`src/rtl/md5_pkg.sv`:
```
`timescale 1ns / 1ps
`default_nettype none
// ---------------------------------------------------------------------------
// md5_pkg
// Shared types, constants and round functions for the MD5 digest block.
// ---------------------------------------------------------------------------
package md5_pkg;

   localparam int unsigned ByteWidth     = 8;
   localparam int unsigned WordWidth     = 32;
   localparam int unsigned CountWidth    = 61;
   localparam int unsigned LengthWidth   = 64;
   localparam int unsigned BufWords      = 16;
   localparam int unsigned WordAddrWidth = 4;
   localparam int unsigned RoundWidth    = 6;

   typedef logic [ByteWidth-1:0]     byte_type;
   typedef logic [WordWidth-1:0]     word_type;
   typedef logic [WordAddrWidth-1:0] waddr_type;
   typedef logic [RoundWidth-1:0]    round_type;

   // Chaining word initial values
   localparam word_type InitA = 32'h67452301;
   localparam word_type InitB = 32'hefcdab89;
   localparam word_type InitC = 32'h98badcfe;
   localparam word_type InitD = 32'h10325476;

   localparam byte_type  PadMarker   = 8'h80;
   localparam waddr_type LenLowWord  = 4'd14;
   localparam waddr_type LenHighWord = 4'd15;
   localparam waddr_type LastWord    = 4'd15;
   localparam round_type LastRound   = 6'd63;
   localparam logic [5:0] LastBytePos = 6'd63;
   localparam logic [1:0] LastLane    = 2'd3;
   localparam logic [2:0] LenSlot     = 3'd7;

   // Round groups
   localparam logic [1:0] GrpF = 2'd0;
   localparam logic [1:0] GrpG = 2'd1;
   localparam logic [1:0] GrpH = 2'd2;
   localparam logic [1:0] GrpI = 2'd3;

   // Additive constant of each step
   function automatic word_type step_const(input round_type idx);
      word_type k;
      case (idx)
         6'd0:  k = 32'hd76aa478;
         6'd1:  k = 32'he8c7b756;
         6'd2:  k = 32'h242070db;
         6'd3:  k = 32'hc1bdceee;
         6'd4:  k = 32'hf57c0faf;
         6'd5:  k = 32'h4787c62a;
         6'd6:  k = 32'ha8304613;
         6'd7:  k = 32'hfd469501;
         6'd8:  k = 32'h698098d8;
         6'd9:  k = 32'h8b44f7af;
         6'd10: k = 32'hffff5bb1;
         6'd11: k = 32'h895cd7be;
         6'd12: k = 32'h6b901122;
         6'd13: k = 32'hfd987193;
         6'd14: k = 32'ha679438e;
         6'd15: k = 32'h49b40821;
         6'd16: k = 32'hf61e2562;
         6'd17: k = 32'hc040b340;
         6'd18: k = 32'h265e5a51;
         6'd19: k = 32'he9b6c7aa;
         6'd20: k = 32'hd62f105d;
         6'd21: k = 32'h02441453;
         6'd22: k = 32'hd8a1e681;
         6'd23: k = 32'he7d3fbc8;
         6'd24: k = 32'h21e1cde6;
         6'd25: k = 32'hc33707d6;
         6'd26: k = 32'hf4d50d87;
         6'd27: k = 32'h455a14ed;
         6'd28: k = 32'ha9e3e905;
         6'd29: k = 32'hfcefa3f8;
         6'd30: k = 32'h676f02d9;
         6'd31: k = 32'h8d2a4c8a;
         6'd32: k = 32'hfffa3942;
         6'd33: k = 32'h8771f681;
         6'd34: k = 32'h6d9d6122;
         6'd35: k = 32'hfde5380c;
         6'd36: k = 32'ha4beea44;
         6'd37: k = 32'h4bdecfa9;
         6'd38: k = 32'hf6bb4b60;
         6'd39: k = 32'hbebfbc70;
         6'd40: k = 32'h289b7ec6;
         6'd41: k = 32'heaa127fa;
         6'd42: k = 32'hd4ef3085;
         6'd43: k = 32'h04881d05;
         6'd44: k = 32'hd9d4d039;
         6'd45: k = 32'he6db99e5;
         6'd46: k = 32'h1fa27cf8;
         6'd47: k = 32'hc4ac5665;
         6'd48: k = 32'hf4292244;
         6'd49: k = 32'h432aff97;
         6'd50: k = 32'hab9423a7;
         6'd51: k = 32'hfc93a039;
         6'd52: k = 32'h655b59c3;
         6'd53: k = 32'h8f0ccc92;
         6'd54: k = 32'hffeff47d;
         6'd55: k = 32'h85845dd1;
         6'd56: k = 32'h6fa87e4f;
         6'd57: k = 32'hfe2ce6e0;
         6'd58: k = 32'ha3014314;
         6'd59: k = 32'h4e0811a1;
         6'd60: k = 32'hf7537e82;
         6'd61: k = 32'hbd3af235;
         6'd62: k = 32'h2ad7d2bb;
         6'd63: k = 32'heb86d391;
         default: k = '0;
      endcase
      return k;
   endfunction

   // Left rotate amount, by group and low two bits of the step
   function automatic logic [4:0] rot_amount(input round_type idx);
      logic [4:0] s;
      case ({idx[5:4], idx[1:0]})
         4'd0:  s = 5'd7;
         4'd1:  s = 5'd12;
         4'd2:  s = 5'd17;
         4'd3:  s = 5'd22;
         4'd4:  s = 5'd5;
         4'd5:  s = 5'd9;
         4'd6:  s = 5'd14;
         4'd7:  s = 5'd20;
         4'd8:  s = 5'd4;
         4'd9:  s = 5'd11;
         4'd10: s = 5'd16;
         4'd11: s = 5'd23;
         4'd12: s = 5'd6;
         4'd13: s = 5'd10;
         4'd14: s = 5'd15;
         4'd15: s = 5'd21;
         default: s = '0;
      endcase
      return s;
   endfunction

   // Message word used by each step
   function automatic waddr_type msg_index(input round_type idx);
      waddr_type j;
      waddr_type g;
      j = idx[3:0];
      case (idx[5:4])
         GrpF:    g = j;
         GrpG:    g = waddr_type'(j * 4'd5 + 4'd1);
         GrpH:    g = waddr_type'(j * 4'd3 + 4'd5);
         GrpI:    g = waddr_type'(j * 4'd7);
         default: g = j;
      endcase
      return g;
   endfunction

   // Nonlinear mix of b, c, d
   function automatic word_type round_mix(input word_type b, input word_type c,
                                          input word_type d, input logic [1:0] grp);
      word_type f;
      case (grp)
         GrpF:    f = (b & c) | (~b & d);
         GrpG:    f = (b & d) | (c & ~d);
         GrpH:    f = b ^ c ^ d;
         GrpI:    f = c ^ (b | ~d);
         default: f = '0;
      endcase
      return f;
   endfunction

   function automatic word_type rotl(input word_type x, input logic [4:0] s);
      logic [2*WordWidth-1:0] dbl;
      dbl = {x, x} << s;
      return dbl[2*WordWidth-1:WordWidth];
   endfunction

endpackage
`default_nettype wire

```
`src/rtl/md5_if.sv`:
```
`timescale 1ns / 1ps
`default_nettype none
// ---------------------------------------------------------------------------
// md5 channel interfaces
// Valid/ready channels for message bytes and for the finished digest.
// ---------------------------------------------------------------------------
interface md5_req_if;
   logic                valid;
   logic                ready;
   md5_pkg::byte_type   data_byte;
   logic                byte_valid;
   logic                end_of_message;

   modport source (output valid, data_byte, byte_valid, end_of_message, input ready);
   modport sink   (input valid, data_byte, byte_valid, end_of_message, output ready);
endinterface

interface md5_rsp_if;
   logic                valid;
   logic                ready;
   md5_pkg::word_type   digest_word0;
   md5_pkg::word_type   digest_word1;
   md5_pkg::word_type   digest_word2;
   md5_pkg::word_type   digest_word3;

   modport source (output valid, digest_word0, digest_word1, digest_word2, digest_word3,
                   input ready);
   modport sink   (input valid, digest_word0, digest_word1, digest_word2, digest_word3,
                   output ready);
endinterface
`default_nettype wire

```
`src/rtl/md5_ram.sv`:
```
`timescale 1ns / 1ps
`default_nettype none
// ---------------------------------------------------------------------------
// md5_ram
// Generic simple dual-port RAM, one write and one registered read port.
// ---------------------------------------------------------------------------
module md5_ram #(
   parameter int unsigned Width = 32,
   parameter int unsigned Depth = 16
) (
   input  wire logic                     clock,
   input  wire logic                     write_en,
   input  wire logic [$clog2(Depth)-1:0] write_addr,
   input  wire logic [Width-1:0]         write_data,
   input  wire logic [$clog2(Depth)-1:0] read_addr,
   output      logic [Width-1:0]         read_data
);

   logic [Width-1:0] mem_ff [Depth];
   logic [Width-1:0] read_data_ff;

   always_ff @(posedge clock) begin
      if (write_en) begin
         mem_ff[write_addr] <= write_data;
      end
      read_data_ff <= mem_ff[read_addr];
   end

   assign read_data = read_data_ff;

endmodule
`default_nettype wire

```
`src/rtl/md5_message_digest.sv`:
```
`timescale 1ns / 1ps
`default_nettype none
// Bytes are accepted while idle; a full 64-byte block then goes through compression
// (word fetch, 64 steps of the single round unit, chaining add) during which req is not ready.
// End of message: padding writes from the first pad word up to word 15 of the 16x32 buffer RAM,
// a compression per padding block, 16 zero/length writes before a second block, then a load
// of the result register (held off while an earlier digest waits).
// Reset (synchronous): chaining words to initial values, byte count zero; buffer RAM not cleared.
// ---------------------------------------------------------------------------
// md5_message_digest
// MD5 digest engine: byte collection, padding, iterative 64-step compression.
// ---------------------------------------------------------------------------
module md5_message_digest (
   input wire logic   clock,
   input wire logic   reset,
   md5_req_if.sink    req_bus,
   md5_rsp_if.source  rsp_bus
);

   typedef enum logic [2:0] {
      ST_IDLE,
      ST_PAD_START,
      ST_PAD,
      ST_LOAD,
      ST_ROUND,
      ST_FINISH,
      ST_EMIT
   } state_type;

   state_type                  state_ff, state_in;
   logic [md5_pkg::CountWidth-1:0] count_ff, count_in;
   md5_pkg::word_type          word_ff, word_in;
   md5_pkg::word_type          chain_ff [4];
   md5_pkg::word_type          chain_in [4];
   md5_pkg::word_type          a_ff, a_in, b_ff, b_in, c_ff, c_in, d_ff, d_in;
   md5_pkg::round_type         round_ff, round_in;
   md5_pkg::waddr_type         widx_ff, widx_in;
   logic                       eom_ff, eom_in;
   logic                       pad_active_ff, pad_active_in;
   logic                       marker_done_ff, marker_done_in;
   logic                       len_here_ff, len_here_in;
   logic                       rsp_valid_ff, rsp_valid_in;
   md5_pkg::word_type          dig0_ff, dig0_in, dig1_ff, dig1_in;
   md5_pkg::word_type          dig2_ff, dig2_in, dig3_ff, dig3_in;

   logic                       accept;
   logic [5:0]                 pos;
   md5_pkg::word_type          word_merge;
   md5_pkg::word_type          low_mask;
   md5_pkg::word_type          marker_word;
   md5_pkg::word_type          pad_word;
   logic [md5_pkg::LengthWidth-1:0] bit_length;
   md5_pkg::word_type          step_sum;
   md5_pkg::word_type          b_next;
   logic                       ram_we;
   md5_pkg::waddr_type         ram_waddr;
   md5_pkg::word_type          ram_wdata;
   md5_pkg::waddr_type         ram_raddr;
   md5_pkg::word_type          ram_rdata;

   assign req_bus.ready = (state_ff == ST_IDLE);
   assign accept        = req_bus.valid && req_bus.ready;
   assign pos           = count_ff[5:0];
   assign bit_length    = {count_ff, 3'b000};

   // Insert the incoming byte into its lane of the partial word
   always_comb begin
      word_merge = word_ff;
      word_merge[{pos[1:0], 3'b000} +: 8] = req_bus.data_byte;
   end

   // Padding words: first the collected bytes, the marker byte and zeros above, then zeros and the length
   always_comb begin
      case (pos[1:0])
         2'd0:    low_mask = 32'h00000000;
         2'd1:    low_mask = 32'h000000ff;
         2'd2:    low_mask = 32'h0000ffff;
         2'd3:    low_mask = 32'h00ffffff;
         default: low_mask = 32'h00000000;
      endcase
      marker_word = (word_ff & low_mask) |
                    (md5_pkg::word_type'(md5_pkg::PadMarker) << {pos[1:0], 3'b000});
      if (!marker_done_ff) begin
         pad_word = marker_word;
      end else if (len_here_ff && (widx_ff == md5_pkg::LenLowWord)) begin
         pad_word = bit_length[31:0];
      end else if (len_here_ff && (widx_ff == md5_pkg::LenHighWord)) begin
         pad_word = bit_length[63:32];
      end else begin
         pad_word = '0;
      end
   end

   // Shared round unit: one compression step per cycle
   assign step_sum = a_ff + md5_pkg::round_mix(b_ff, c_ff, d_ff, round_ff[5:4]) +
                     md5_pkg::step_const(round_ff) + ram_rdata;
   assign b_next   = b_ff + md5_pkg::rotl(step_sum, md5_pkg::rot_amount(round_ff));

   // Buffer RAM ports: word writes from byte collection or padding, reads one step ahead
   always_comb begin
      ram_we    = 1'b0;
      ram_waddr = widx_ff;
      ram_wdata = pad_word;
      if (state_ff == ST_PAD) begin
         ram_we = 1'b1;
      end else if (accept && req_bus.byte_valid && (pos[1:0] == md5_pkg::LastLane)) begin
         ram_we    = 1'b1;
         ram_waddr = pos[5:2];
         ram_wdata = word_merge;
      end
      if (state_ff == ST_ROUND) begin
         ram_raddr = md5_pkg::msg_index(md5_pkg::round_type'(round_ff + 6'd1));
      end else begin
         ram_raddr = md5_pkg::msg_index('0);
      end
   end

   md5_ram #(
      .Width (md5_pkg::WordWidth),
      .Depth (md5_pkg::BufWords)
   ) u_buf_ram (
      .clock      (clock),
      .write_en   (ram_we),
      .write_addr (ram_waddr),
      .write_data (ram_wdata),
      .read_addr  (ram_raddr),
      .read_data  (ram_rdata)
   );

   // Sequencer next state
   always_comb begin
      state_in       = state_ff;
      count_in       = count_ff;
      word_in        = word_ff;
      chain_in       = chain_ff;
      a_in           = a_ff;
      b_in           = b_ff;
      c_in           = c_ff;
      d_in           = d_ff;
      round_in       = round_ff;
      widx_in        = widx_ff;
      eom_in         = eom_ff;
      pad_active_in  = pad_active_ff;
      marker_done_in = marker_done_ff;
      len_here_in    = len_here_ff;
      rsp_valid_in   = rsp_valid_ff && !rsp_bus.ready;
      dig0_in        = dig0_ff;
      dig1_in        = dig1_ff;
      dig2_in        = dig2_ff;
      dig3_in        = dig3_ff;

      case (state_ff)
         ST_IDLE: begin
            if (accept) begin
               eom_in = req_bus.end_of_message;
               if (req_bus.byte_valid) begin
                  word_in  = word_merge;
                  count_in = count_ff + 61'd1;
               end
               if (req_bus.byte_valid && (pos == md5_pkg::LastBytePos)) begin
                  state_in = ST_LOAD;
               end else if (req_bus.end_of_message) begin
                  state_in = ST_PAD_START;
               end
            end
         end
         ST_PAD_START: begin
            widx_in        = pos[5:2];
            len_here_in    = (pos[5:3] != md5_pkg::LenSlot);
            marker_done_in = 1'b0;
            pad_active_in  = 1'b1;
            state_in       = ST_PAD;
         end
         ST_PAD: begin
            widx_in        = md5_pkg::waddr_type'(widx_ff + 4'd1);
            marker_done_in = 1'b1;
            if (widx_ff == md5_pkg::LastWord) begin
               state_in = ST_LOAD;
            end
         end
         ST_LOAD: begin
            a_in     = chain_ff[0];
            b_in     = chain_ff[1];
            c_in     = chain_ff[2];
            d_in     = chain_ff[3];
            round_in = '0;
            state_in = ST_ROUND;
         end
         ST_ROUND: begin
            a_in     = d_ff;
            b_in     = b_next;
            c_in     = b_ff;
            d_in     = c_ff;
            round_in = md5_pkg::round_type'(round_ff + 6'd1);
            if (round_ff == md5_pkg::LastRound) begin
               state_in = ST_FINISH;
            end
         end
         ST_FINISH: begin
            chain_in[0] = chain_ff[0] + a_ff;
            chain_in[1] = chain_ff[1] + b_ff;
            chain_in[2] = chain_ff[2] + c_ff;
            chain_in[3] = chain_ff[3] + d_ff;
            if (!pad_active_ff) begin
               state_in = eom_ff ? ST_PAD_START : ST_IDLE;
            end else if (len_here_ff) begin
               state_in = ST_EMIT;
            end else begin
               // second padding block: zeros and the length
               widx_in        = '0;
               marker_done_in = 1'b1;
               len_here_in    = 1'b1;
               state_in       = ST_PAD;
            end
         end
         ST_EMIT: begin
            if (!rsp_valid_ff || rsp_bus.ready) begin
               rsp_valid_in  = 1'b1;
               dig0_in       = chain_ff[0];
               dig1_in       = chain_ff[1];
               dig2_in       = chain_ff[2];
               dig3_in       = chain_ff[3];
               chain_in[0]   = md5_pkg::InitA;
               chain_in[1]   = md5_pkg::InitB;
               chain_in[2]   = md5_pkg::InitC;
               chain_in[3]   = md5_pkg::InitD;
               count_in      = '0;
               eom_in        = 1'b0;
               pad_active_in = 1'b0;
               state_in      = ST_IDLE;
            end
         end
         default: begin
            state_in = ST_IDLE;
         end
      endcase
   end

   // State and registered outputs
   always_ff @(posedge clock) begin
      if (reset) begin
         state_ff       <= ST_IDLE;
         count_ff       <= '0;
         chain_ff[0]    <= md5_pkg::InitA;
         chain_ff[1]    <= md5_pkg::InitB;
         chain_ff[2]    <= md5_pkg::InitC;
         chain_ff[3]    <= md5_pkg::InitD;
         round_ff       <= '0;
         eom_ff         <= 1'b0;
         pad_active_ff  <= 1'b0;
         marker_done_ff <= 1'b0;
         len_here_ff    <= 1'b0;
         rsp_valid_ff   <= 1'b0;
      end else begin
         state_ff       <= state_in;
         count_ff       <= count_in;
         chain_ff       <= chain_in;
         round_ff       <= round_in;
         eom_ff         <= eom_in;
         pad_active_ff  <= pad_active_in;
         marker_done_ff <= marker_done_in;
         len_here_ff    <= len_here_in;
         rsp_valid_ff   <= rsp_valid_in;
      end
      word_ff <= word_in;
      widx_ff <= widx_in;
      a_ff    <= a_in;
      b_ff    <= b_in;
      c_ff    <= c_in;
      d_ff    <= d_in;
      dig0_ff <= dig0_in;
      dig1_ff <= dig1_in;
      dig2_ff <= dig2_in;
      dig3_ff <= dig3_in;
   end

   assign rsp_bus.valid        = rsp_valid_ff;
   assign rsp_bus.digest_word0 = dig0_ff;
   assign rsp_bus.digest_word1 = dig1_ff;
   assign rsp_bus.digest_word2 = dig2_ff;
   assign rsp_bus.digest_word3 = dig3_ff;

   // Checks
   a_round_end: assert property (@(posedge clock) disable iff (reset)
      (state_ff == ST_ROUND && round_ff == md5_pkg::LastRound) |=> (state_ff == ST_FINISH))
      else $error("compression did not end after the last step");

   a_no_write_in_compress: assert property (@(posedge clock) disable iff (reset)
      ram_we |-> !(state_ff == ST_LOAD || state_ff == ST_ROUND || state_ff == ST_FINISH))
      else $error("buffer written during compression");

   a_reset_clean: assert property (@(posedge clock)
      reset |=> (state_ff == ST_IDLE && count_ff == '0 && !rsp_valid_ff))
      else $error("control state not cleared by reset");

   a_emit_restart: assert property (@(posedge clock) disable iff (reset)
      (state_ff == ST_EMIT && state_in == ST_IDLE) |=>
         (rsp_valid_ff && count_ff == '0 && chain_ff[0] == md5_pkg::InitA))
      else $error("digest emit did not restart the message");

   a_pad_len_block: assert property (@(posedge clock) disable iff (reset)
      (state_ff == ST_FINISH && pad_active_ff && !len_here_ff) |=> (state_ff == ST_PAD))
      else $error("second padding block skipped");

endmodule
`default_nettype wire

```
`src/flat_wrapper.sv`:
```
// flat-port wrapper written by rule: the top's interface ports become plain ports
module md5_message_digest_flat 
  (clock, reset, req_bus_valid, req_bus_data_byte, req_bus_byte_valid, req_bus_end_of_message, req_bus_ready, rsp_bus_valid, rsp_bus_digest_word0, rsp_bus_digest_word1, rsp_bus_digest_word2, rsp_bus_digest_word3, rsp_bus_ready);
  md5_req_if req_bus_i ();
  md5_rsp_if rsp_bus_i ();
  input wire logic clock;
  input wire logic reset;
  input wire logic [$bits(req_bus_i.valid)-1:0] req_bus_valid;
  input wire logic [$bits(req_bus_i.data_byte)-1:0] req_bus_data_byte;
  input wire logic [$bits(req_bus_i.byte_valid)-1:0] req_bus_byte_valid;
  input wire logic [$bits(req_bus_i.end_of_message)-1:0] req_bus_end_of_message;
  output wire logic [$bits(req_bus_i.ready)-1:0] req_bus_ready;
  output wire logic [$bits(rsp_bus_i.valid)-1:0] rsp_bus_valid;
  output wire logic [$bits(rsp_bus_i.digest_word0)-1:0] rsp_bus_digest_word0;
  output wire logic [$bits(rsp_bus_i.digest_word1)-1:0] rsp_bus_digest_word1;
  output wire logic [$bits(rsp_bus_i.digest_word2)-1:0] rsp_bus_digest_word2;
  output wire logic [$bits(rsp_bus_i.digest_word3)-1:0] rsp_bus_digest_word3;
  input wire logic [$bits(rsp_bus_i.ready)-1:0] rsp_bus_ready;
  assign req_bus_i.valid = req_bus_valid;
  assign req_bus_i.data_byte = req_bus_data_byte;
  assign req_bus_i.byte_valid = req_bus_byte_valid;
  assign req_bus_i.end_of_message = req_bus_end_of_message;
  assign req_bus_ready = req_bus_i.ready;
  assign rsp_bus_valid = rsp_bus_i.valid;
  assign rsp_bus_digest_word0 = rsp_bus_i.digest_word0;
  assign rsp_bus_digest_word1 = rsp_bus_i.digest_word1;
  assign rsp_bus_digest_word2 = rsp_bus_i.digest_word2;
  assign rsp_bus_digest_word3 = rsp_bus_i.digest_word3;
  assign rsp_bus_i.ready = rsp_bus_ready;
  md5_message_digest u_core (.clock(clock), .reset(reset), .req_bus(req_bus_i), .rsp_bus(rsp_bus_i));
endmodule
```
`config.mk`:
```
export PLATFORM = sky130hd
export DESIGN_NAME = md5_message_digest_flat
export DESIGN_NICKNAME = d
export VERILOG_FILES = /design/src/rtl/md5_pkg.sv /design/src/rtl/md5_if.sv /design/src/rtl/md5_ram.sv /design/src/rtl/md5_message_digest.sv /design/src/flat_wrapper.sv
export SDC_FILE = /design/constraint.sdc
export NUM_CORES = 2
export LEC_CHECK = 0
export BUFFER_PORTS_ARGS = -buffer_cell sky130_fd_sc_hd__buf_4
export CORE_MARGIN = 2
export CORE_UTILIZATION = 40
export DETAILED_ROUTE_END_ITERATION = 16
export SLEW_MARGIN = 30
export SYNTH_ARGS = -nofsm -noshare
export SYNTH_HDL_FRONTEND = slang
export SYNTH_SLANG_ARGS = --single-unit
```
`constraint.sdc`:
```
create_clock -name clock -period 9.2 [get_ports clock]
set_input_delay 0 -clock clock [delete_from_list [all_inputs] [get_ports clock]]
set_output_delay 0 -clock clock [all_outputs]
set_load 0.03 [all_outputs]
```
==> key figures <==
Place
  • Cell count after placement: 7767
  • Buffers on Ports: 143
  • Placement-stage worst setup slack: 209 ps
  • Final Wtd Congestion: 1.00
  • Final HPWL DP: approximately 130000 µm

Finish
  • Reg with most FFs: u_core.u_buf_ram.mem_ff
  • Most frequent cells in the layout: nand2_1 (884), edfxtp_1 (804), a21oi_1 (402)
  • Commonest non-fill, non-tap cell in the layout: nand2_1
  • Regs by FF count: u_core.u_buf_ram.mem_ff: 512 flops, u_core.chain_ff: 128 flops, u_core.count_ff: 61 flops
  • Synthesis-to-layout area growth: 13.3%
  • Largest register FFs: 512
  • Final net count: between 6000 and 7000
  • Final core occ: between 40% and 50%
  • Share of layout cells above drive strength 1: 10.1%
  • Final Non-Filler Cells: approximately 8000

Timing
  • Setup Viol. Count Final: 0
  • Peak Freq: 114 MHz
  • Fin. Hold Viols: 0
  • Worst Tran Pin Value: ~1100 ps
  • Relative slew margins: 25.4%
  • Fin worst setup slack: 397 ps
  • Final Max Tran Viols: 0
  • Crit path time final: about 9000 ps
  • Fin Clk Skew: 89.0 ps
  • Fin crit share: 95.7%
  • Hold WS: 106 ps

Routing
  • DR WL/cell: 23.6 µm
  • WL met1: 80800 µm
  • DRT antenna net count: 0
  • First-iteration detailed-routing DRC count: 4557
  • Met3 Routed Length: between 10000 and 15000 µm
  • Initial DRT Pass Iterations: 6
  • Vias/cell: 5.83
  • Total Wirelength: 189000 µm
  • Residual DRC: 0
  • Met2 routed WL: 87700 µm
  • Via count: roughly 47000
  • Top sig layer: met4

Setup path
  • Slowest cell on crit path: mux4_1
  • Worst reg-to-reg path cell count: 33
  • Crit path max fanout: 27
  • R2r endpoint: u_core.b_ff[31]$_DFFE_PN_
  • Register-to-register setup slack: 400 ps
  • CP Launch Type: flip-flop
  • Worst setup path end: u_core.b_ff[31]$_DFFE_PN_
  • CP max stage delay: 570 ps
  • Req. time, crit path: 9680 ps
  • FF-to-FF Start: u_core.round_ff[4]$_SDFFE_PP0N_
  • Worst setup path startpoint: u_core.round_ff[4]$_SDFFE_PP0N_
  • CP Data Arrival Time: 9290 ps
  • CP Class: reg2reg
  • Crit. End Element: flip-flop

Clock tree
  • TritonCTS clock tree: yes
  • Clock root buffer: clkbuf_16
  • Clk buf depth: 3
  • Clock Sinks: 1076
  • Worst-Skew Late Latency: a little over 800 ps
  • Clock-pin slew on the worst setup and hold paths: 70 ps
  • Clock buffer count from CTS: ~120
  • CTS H-Tree Depth: 3

Global route
  • Remaining global-route overflow: 0
  • First-pass GRT wire length: 281000 µm
  • Initial antenna violation count: 7
  • Largest net degree at the start of global routing: ~190
  • Vias in the first global route: 44500
  • GRT Total Usage: 24.2%

Die
  • Initial Util: 40.2%
  • DIE HEIGHT: 389 µm
  • Area of the core: ~150000 µm²
  • IO Pins: 144
  • Row Count: around 140
  • Die area: 151000 µm²
  • Die span in x: 389 µm

Hold path
  • Hold/Removal Path Class: in2reg

Synthesis
  • Synthesized flop and latch total: 1076
  • Mapped Cells: 5916
  • Ys Warns: 0
  • Average size of a mapped cell: 10.0 µm²
  • Synthesized Nets: 6218
  • Sequential area share after synthesis: roughly 50%
  • Area of the mapped netlist: roughly 59000 µm²
  • Ys flop type: edfxtp_1
  • Post-synth EDFFs: 804
  • Async SR Flop Fraction: 0%
  • Yosys cell types: between 80 and 90

Power and ir drop
  • P_leak: 25.2 nW
  • Total power: 10.6 mW
  • Worst vdd ir: approximately 0.00018 V
  • Pwr/cell area: 157 nW/µm²

Run status
  • Outcome: finished, final reports clean

Run
  • MaxCap Viol Count: 0
-- Yosys cell counts, types with 11 or more instances --
master    number  area, µm²
a211oi_1     194       1460
or3_1         19        119
nor3_1        57        285
inv_1        300       1130
ha_1         221       2770
fa_1          67       1340
o21bai_1      24        180
nand2b_1      29        181
clkbuf_1     308       1160
nand4_1       27        169
nand3_1      128        641
mux4_2        19        428
o21a_1        40        300
and4_1        15        131
a31oi_1      141        882
nand2_1      889       3340
nor2b_1       38        238
a211o_1       11       96.3
dfxtp_1      272       5450
o221ai_1      43        377
a32oi_1       11       96.3
xnor2_1      133       1160
nor2_1       369       1390
nor3b_1       11       82.6
a22oi_1       59        443
a22o_1        23        201
xor2_1       130       1140
and3_1        33        206
mux2_2        28        315
o22a_1        34        298
mux2i_1       56        561
edfxtp_1     804      24100
a311oi_1      73        639
maj3_1        29        290
o21ai_0      301       1510
and2_1       140        876
buf_1         48        180
o31ai_1       15        113
o211ai_1      48        360
o22ai_1       54        338
a21o_1        82        616
a21oi_1      421       2110
o311ai_0      14        123
-- final cells by class --
| class | instances | area (µm²) |
|---|---|---|
| Antenna cell | 3 | 7.51 |
| Clock buffer | 146 | 3040 |
| Clock inverter | 72 | 862 |
| Fill cell | 14000 | 80300 |
| Inverter | 304 | 1150 |
| Multi-Input combinational cell | 4171 | 27500 |
| Sequential cell | 1076 | 29600 |
| Tap cell | 1930 | 2410 |
| Timing Repair Buffer | 317 | 2560 |
-- through the flow --
step | instance area [µm²] | setup TNS [ps]
6_report | 67100 | 0
5_1_grt | 67100 | -71.3
4_1_cts | 66800 | 0
3_5_place_dp | 62700 | 0
3_3_place_gp | 62700 | 0
2_1_floorplan | 59200 | 0
-- worst min-delay path by stage --
stage,cells after the start,end,slack [ps],start
2_1_floorplan,2,u_core.eom_ff$_SDFFE_PP0P_,150,req_bus_valid
3_3_place_gp,3,u_core.eom_ff$_SDFFE_PP0P_,300,req_bus_end_of_message
3_5_place_dp,3,u_core.eom_ff$_SDFFE_PP0P_,290,req_bus_end_of_message
4_1_cts,4,u_core.word_ff[7]$_DFFE_PP_,50,req_bus_data_byte[7]
5_1_grt,4,u_core.word_ff[25]$_DFFE_PP_,120,req_bus_data_byte[1]
6_report,4,u_core.word_ff[26]$_DFFE_PP_,110,req_bus_data_byte[2]
-- logic make-up after synthesis --
kind of cell    count (synthesis)  share of synthesized area (%)
buf+inv                       669                           4.27
compound gates               1696                           18.8
flops                        1076                           49.9
fa+ha+maj                     317                           7.42
xor+xnor                      263                           3.89
simple gates                 1788                           13.3
mux                           107                           2.36
-- metal layers --
metal	vias up	track usage (%)
met4	0	9.96
met5	-	0
li1	21800	-
met1	22800	32.1
met2	1711	39.7
met3	383	3.75
-- critical path, delay by kind of cell (launching register included) --
kind	cells	cell delay [ps]
xor gates and xnor gates	1	140
AOI/OAI and AO/OA	15	3330
buffers and inverters	3	500
DFF	1	410
adders and majority gates	4	1730
and+or+nand+nor	8	1290
muxes	2	1090
-- where the power goes --
part | leakage, nW | total (mW) | switching, mW | internal (mW)
logic | 13.6 | 0.564 | 0.360 | 0.204
clock network | 1.87 | 4.77 | 2.05 | 2.72
registers | 9.78 | 5.23 | 0.0264 | 5.21
total | 25.2 | 10.6 | 2.43 | 8.13
-- what timing repair did --
item                                   4_1_cts  5_1_grt
gates resized for setup                      0       19
setup buffers                                0       10
endpoints found under the hold margin      270        0
hold buffers                                18        0
setup endpoints to repair                    0        8
(Power assumes the default switching activity.)
